### config.mk
export PLATFORM = sky130hd
export DESIGN_NAME = seed_list_change_detector_flat
export DESIGN_NICKNAME = d
export VERILOG_FILES = /design/src/rtl/slcd_pkg.sv /design/src/rtl/slcd_if.sv /design/src/rtl/slcd_fold.sv /design/src/rtl/slcd_finish.sv /design/src/rtl/seed_list_change_detector.sv /design/src/flat_wrapper.sv
export SDC_FILE = /design/constraint.sdc
export NUM_CORES = 1
export LEC_CHECK = 0
export CAP_MARGIN = 20
export CORE_ASPECT_RATIO = 0.5
export CORE_MARGIN = 2
export CORE_UTILIZATION = 65
export DETAILED_ROUTE_END_ITERATION = 10
export DONT_BUFFER_PORTS = 1
export PLACE_DENSITY_LB_ADDON = 0.1
export SETUP_SLACK_MARGIN = 0.02
export SLEW_MARGIN = 20
export SYNTH_ARGS = -nofsm -noshare
export SYNTH_HDL_FRONTEND = slang
export SYNTH_SLANG_ARGS = --single-unit
export TNS_END_PERCENT = 30
### constraint.sdc
create_clock -name clk -period 6.1 [get_ports clk]
set_input_delay 1.22 -clock clk [delete_from_list [all_inputs] [get_ports clk]]
set_output_delay 1.22 -clock clk [all_outputs]
set_load 0.005 [all_outputs]
### src/rtl/slcd_pkg.sv
// Shared types and hash step functions for the seed list change detector.
`default_nettype none

package slcd_pkg;

    localparam int HashWidth = 32;
    localparam int ByteWidth = 8;

    typedef logic [HashWidth-1:0] hash_t;
    typedef logic [ByteWidth-1:0] byte_t;

    // Finished-list request from the fold stage to the finish stage
    typedef struct packed {
        logic  valid;
        hash_t acc;
    } slcd_mid_t;

    // One byte into the one-at-a-time accumulator
    function automatic hash_t fold_byte(input hash_t acc, input byte_t b);
        hash_t v;
        v = acc + hash_t'(b);
        v = v + (v << 10);
        v = v ^ (v >> 6);
        return v;
    endfunction

    // Final avalanche mix
    function automatic hash_t finish_mix(input hash_t acc);
        hash_t v;
        v = acc + (acc << 3);
        v = v ^ (v >> 11);
        v = v + (v << 15);
        return v;
    endfunction

endpackage

`default_nettype wire

### src/rtl/slcd_if.sv
// Valid/ready stream interfaces for list bytes and hash results.
`default_nettype none

interface slcd_in_if;
    logic                 valid;
    logic                 ready;
    logic [7:0]           data_byte;
    logic                 byte_valid;
    logic                 is_last;

    modport source (output valid, output data_byte, output byte_valid, output is_last,
                    input ready);
    modport sink   (input valid, input data_byte, input byte_valid, input is_last,
                    output ready);
endinterface

interface slcd_out_if;
    logic                 valid;
    logic                 ready;
    logic [31:0]          hash_value;
    logic                 changed;

    modport source (output valid, output hash_value, output changed, input ready);
    modport sink   (input valid, input hash_value, input changed, output ready);
endinterface

`default_nettype wire

### src/rtl/slcd_fold.sv
// Input register and running one-at-a-time accumulator.
`default_nettype none

module slcd_fold (
    input  wire logic               clk,
    input  wire logic               rst_n,
    slcd_in_if.sink                 item,
    output slcd_pkg::slcd_mid_t     mid,
    input  wire logic               mid_ready
);
    import slcd_pkg::*;

    logic  s0_vld_reg;
    byte_t s0_byte_reg;
    logic  s0_bvld_reg;
    logic  s0_last_reg;
    hash_t running_hash_reg;
    hash_t running_hash_next;
    hash_t acc;
    logic  s0_go;

    // Fold the held byte into the accumulator
    assign acc = s0_bvld_reg ? fold_byte(running_hash_reg, s0_byte_reg) : running_hash_reg;

    // Non-last requests retire here; last ones wait for the finish stage
    assign s0_go      = s0_vld_reg && (!s0_last_reg || mid_ready);
    assign item.ready = !s0_vld_reg || s0_go;

    assign mid.valid = s0_vld_reg && s0_last_reg;
    assign mid.acc   = acc;

    assign running_hash_next = s0_last_reg ? '0 : acc;

    // Control and accumulator state
    always_ff @(posedge clk or negedge rst_n)
    begin
        if (!rst_n)
        begin
            s0_vld_reg       <= 1'b0;
            running_hash_reg <= '0;
        end
        else
        begin
            if (item.ready)
            begin
                s0_vld_reg <= item.valid;
            end
            if (s0_go)
            begin
                running_hash_reg <= running_hash_next;
            end
        end
    end

    // Input payload
    always_ff @(posedge clk)
    begin
        if (item.valid && item.ready)
        begin
            s0_byte_reg <= item.data_byte;
            s0_bvld_reg <= item.byte_valid;
            s0_last_reg <= item.is_last;
        end
    end

endmodule

`default_nettype wire

### src/rtl/slcd_finish.sv
// Finishing mix, change compare and result register.
`default_nettype none

module slcd_finish (
    input  wire logic               clk,
    input  wire logic               rst_n,
    input  slcd_pkg::slcd_mid_t     mid,
    output logic                    mid_ready,
    slcd_out_if.source              result
);
    import slcd_pkg::*;

    logic  mid_vld_reg;
    hash_t mid_acc_reg;
    logic  out_vld_reg;
    hash_t out_hash_reg;
    logic  out_chg_reg;
    hash_t previous_hash_reg;
    hash_t hash_next;
    logic  mid_go;
    logic  out_free;

    assign hash_next = finish_mix(mid_acc_reg);

    // Result slot frees when taken; mid stage moves into a free slot
    assign out_free  = !out_vld_reg || result.ready;
    assign mid_go    = mid_vld_reg && out_free;
    assign mid_ready = !mid_vld_reg || mid_go;

    assign result.valid      = out_vld_reg;
    assign result.hash_value = out_hash_reg;
    assign result.changed    = out_chg_reg;

    // Control and last-seen hash
    always_ff @(posedge clk or negedge rst_n)
    begin
        if (!rst_n)
        begin
            mid_vld_reg       <= 1'b0;
            out_vld_reg       <= 1'b0;
            previous_hash_reg <= '0;
        end
        else
        begin
            if (mid_ready)
            begin
                mid_vld_reg <= mid.valid;
            end
            if (out_free)
            begin
                out_vld_reg <= mid_vld_reg;
            end
            if (mid_go)
            begin
                previous_hash_reg <= hash_next;
            end
        end
    end

    // Payload registers
    always_ff @(posedge clk)
    begin
        if (mid.valid && mid_ready)
        begin
            mid_acc_reg <= mid.acc;
        end
        if (mid_go)
        begin
            out_hash_reg <= hash_next;
            out_chg_reg  <= (hash_next != previous_hash_reg);
        end
    end

endmodule

`default_nettype wire

### src/rtl/seed_list_change_detector.sv
// Top level of the seed list change detector.
//
// Hashes a seed list given one byte per request with the one-at-a-time hash
// and reports on the last request whether the hash differs from the previous
// list's (zero after reset, so an empty list first reports unchanged). One
// request is taken every cycle while the finish stage does not stall a last
// request; each byte is folded from the input register into the running hash.
// A last request loads the input register, then the mix register, then the
// result register; the result register lets byte requests flow while a result
// waits to be taken.
`default_nettype none

module seed_list_change_detector (
    input  wire logic   clk,
    input  wire logic   rst_n,
    slcd_in_if.sink     item,
    slcd_out_if.source  result
);
    import slcd_pkg::*;

    slcd_mid_t mid;
    logic      mid_ready;

    slcd_fold u_fold (
        .clk       (clk),
        .rst_n     (rst_n),
        .item      (item),
        .mid       (mid),
        .mid_ready (mid_ready)
    );

    slcd_finish u_finish (
        .clk       (clk),
        .rst_n     (rst_n),
        .mid       (mid),
        .mid_ready (mid_ready),
        .result    (result)
    );

endmodule

`default_nettype wire

### src/flat_wrapper.sv
// flat-port wrapper written by rule: the top's interface ports become plain ports
module seed_list_change_detector_flat import slcd_pkg::*;
  (clk, rst_n, item_valid, item_data_byte, item_byte_valid, item_is_last, item_ready, result_valid, result_hash_value, result_changed, result_ready);
  slcd_in_if item_i ();
  slcd_out_if result_i ();
  input  wire logic clk;
  input  wire logic rst_n;
  input wire logic [$bits(item_i.valid)-1:0] item_valid;
  input wire logic [$bits(item_i.data_byte)-1:0] item_data_byte;
  input wire logic [$bits(item_i.byte_valid)-1:0] item_byte_valid;
  input wire logic [$bits(item_i.is_last)-1:0] item_is_last;
  output wire logic [$bits(item_i.ready)-1:0] item_ready;
  output wire logic [$bits(result_i.valid)-1:0] result_valid;
  output wire logic [$bits(result_i.hash_value)-1:0] result_hash_value;
  output wire logic [$bits(result_i.changed)-1:0] result_changed;
  input wire logic [$bits(result_i.ready)-1:0] result_ready;
  assign item_i.valid = item_valid;
  assign item_i.data_byte = item_data_byte;
  assign item_i.byte_valid = item_byte_valid;
  assign item_i.is_last = item_is_last;
  assign item_ready = item_i.ready;
  assign result_valid = result_i.valid;
  assign result_hash_value = result_i.hash_value;
  assign result_changed = result_i.changed;
  assign result_i.ready = result_ready;
  seed_list_change_detector u_core (.clk(clk), .rst_n(rst_n), .item(item_i), .result(result_i));
endmodule
==> results.json <==
{
  "worstSetupEndpointType": "flip-flop",
  "syn_area_per_cell_um2": 10.3,
  "arrival_ns": 6.04,
  "synth_area_um2": 10100,
  "fmax_mhz": 170,
  "critPathLaunchType": "flip-flop",
  "cts_htree_levels": 4,
  "antenna_found_initial": 0,
  "portBuffers": 0,
  "crit_fanout": 5,
  "cts.sinks": 142,
  "design_area_um2": 11000,
  "area_delta_synth_final_pct": 9.45,
  "antenna_cells": 0,
  "ys_warn_count": 0,
  "wl_per_cell_um": 19.8,
  "first_pass_iters": 7,
  "drt-total-wl_um": 23800,
  "drive_gt1_frac": 0.128,
  "status": "finished, final reports clean",
  "first_iter_violations": 700,
  "slew_violations": 0,
  "grt_max_degree": 68,
  "synth_edf_count": 75,
  "setup_viol": 0,
  "first_global_vias": 7100,
  "grt_overflow_total": 0,
  "die_area_um2": 16500,
  "tightest_slew_ns": 0.979,
  "min_period_ns": 5.89,
  "rsz0062_at_grt": "yes",
  "grt_pass1_wl_um": 38000,
  "pre_cts_slack_ns": 0.0365,
  "fp.dieH_um": 92.0,
  "setup_slack_ns": 0.210,
  "max_cap_viol_count": 0,
  "synth_ff_type": "edfxtp_1",
  "die_w_um": 180,
  "cp.required_ns": 6.25,
  "num_io_pins": 49,
  "routabilityCongestion": 0.886,
  "cts_buffer_depth": 2,
  "clk_latency_ns": 0.43,
  "synth_cells": 980,
  "hold_viol_final": 0,
  "final_nets": 1073,
  "ys_ff_latch": 142,
  "place_area_um2": 10300,
  "synth_cell_type_count": 79,
  "hpwl_um": 17500,
  "ant_nets": 0,
  "drc": 0,
  "coreArea_um2": 15300,
  "fin_crit_sh": 0.966,
  "path_class": "reg -> reg",
  "initial_utilization": 0.659,
  "row_count": 32,
  "path_clk_slew_ns": 0.07,
  "yosysSeqAreaShare": 0.391,
  "hold_class": "in -> async",
  "numCtsBuffers": 17,
  "syn_nets": 1071,
  "via_per_inst": 6.28,
  "layoutNonFillerInstCount": 1199,
  "async_flop_share": 0.472,
  "fin_skew_ns": 0.0120,
  "root_buffer": "clkbuf_16",
  "slew_headroom": 0.345,
  "placed_cells": 1163,
  "vias": 7527,
  "track_usage": 0.295,
  "cts_tree": "yes"
}
## final timing paths
path                                           startpoint                               endpoint  slack [ns]  depth (start not counted)
max                        u_core.u_finish.mid_acc_reg[0]         u_core.u_finish.result.changed        0.21                         24
min                                                 rst_n  u_core.u_finish.previous_hash_reg[28]        0.49                          0
max reg2reg                u_core.u_finish.mid_acc_reg[0]         u_core.u_finish.result.changed        0.21                         24
min reg2reg                   u_core.u_finish.mid_vld_reg           u_core.u_finish.result.valid        0.49                          2
max in group asynchronous                           rst_n     u_core.u_fold.running_hash_reg[10]        5.48                          0
min in group clk              u_core.u_finish.mid_vld_reg           u_core.u_finish.result.valid        0.49                          2
## cell families (layout without fill, tap and decap cells)
family	Yosys count	after routing	share of synthesized area
compound gates	245	245	0.164
xor+xnor	174	174	0.156
fa+ha+maj	77	77	0.0988
buf+inv	65	80	0.0280
flops	142	142	0.391
mux	39	39	0.0437
simple gates	238	238	0.120
## stage by stage
stage	hold WS [ns]	util	TNS, ns
after floorplan	0.449	-	0
after global placement	0.461	0.672	0
after detailed placement	0.474	0.672	0
after CTS	0.479	0.713	0
after global routing	0.470	0.722	-0.193
final	0.488	0.722	0
## area by class of cell
type | instances | area [um^2]
multi-input cells | 773 | 5960
fillers | 1059 | 4250
flip-flops and latches | 142 | 3930
clock buffers | 18 | 429
well taps | 204 | 255
clock inverters | 14 | 189
repair buffers | 18 | 135
inverters | 30 | 113
## cell usage in the layout (no fill, tap or decap), drive strengths merged, types with 10 or more instances in the layout
cell type	Yosys	final
a211oi	10	10
a21o	24	24
a21oi	77	77
a22o	15	15
and3	13	13
buf	16	18
clkbuf	19	18
dfrtp	67	67
edfxtp	75	75
ha	73	73
inv	30	33
mux2	36	36
nand2	73	73
nand2b	12	12
nand3	26	26
nor2	57	57
o211ai	10	10
o21a	10	10
o21ai	47	47
xnor2	120	120
xor2	52	52
## per-layer routing
layer	track usage	share of wire	vias to the layer above
li1	-	-	3568
met1	0.429	0.48	3630
met2	0.452	0.44	287
met3	0.0584	0.059	42
met4	0.0786	0.017	0
met5	0	0	-
## critical path: stages (launching register included)
cell and delay [ns]:
edfxtp_1 0.40, ha_1 0.27, fa_2 0.39, a211oi_2 0.26, o211ai_1 0.13, nand4_1 0.19, a21o_1 0.20, a21o_2 0.16
o21a_1 0.20, nand2b_1 0.07, a21oi_1 0.17, xnor2_1 0.19, xor2_1 0.26, ha_1 0.33, or2_1 0.25, o311a_1 0.18
a211oi_4 0.32, o21ai_2 0.09, xor2_1 0.26, xor2_1 0.15, nor4_2 0.24, nand4_1 0.10, or3_1 0.39, nor4_2 0.28
nand4_1 0.13
## cell usage after synthesis (7+ instances only)
cell | number | area, um^2
o21a_1 | 10 | 75.1
inv_1 | 29 | 109
ha_1 | 73 | 913
o211ai_1 | 9 | 67.6
nand2_1 | 73 | 274
xor2_1 | 50 | 438
nand2b_1 | 12 | 75.1
a21o_1 | 23 | 173
dfrtp_1 | 67 | 1680
edfxtp_1 | 75 | 2250
o21bai_1 | 9 | 67.6
and3_1 | 12 | 75.1
nor2_1 | 56 | 210
xnor2_1 | 120 | 1050
o21ai_0 | 40 | 200
clkbuf_1 | 18 | 67.6
nand3_1 | 26 | 130
nor3_1 | 8 | 40.0
a22o_1 | 15 | 131
nand4_1 | 9 | 56.3
a21oi_1 | 75 | 375
nor2b_1 | 7 | 43.8
a31oi_1 | 8 | 50.1
buf_2 | 8 | 40.0
mux2_2 | 35 | 394
## what timing repair did
item,in CTS,in global routing
pin swaps,0,3
endpoints found under the setup margin,1,2
buffers inserted,0,4
endpoints found under the hold margin,0,0
hold buffers,0,0
gates resized for setup,1,17
Power is not shown: default switching activity piles up to over one toggle a cycle in this logic, so the estimate is an artifact.
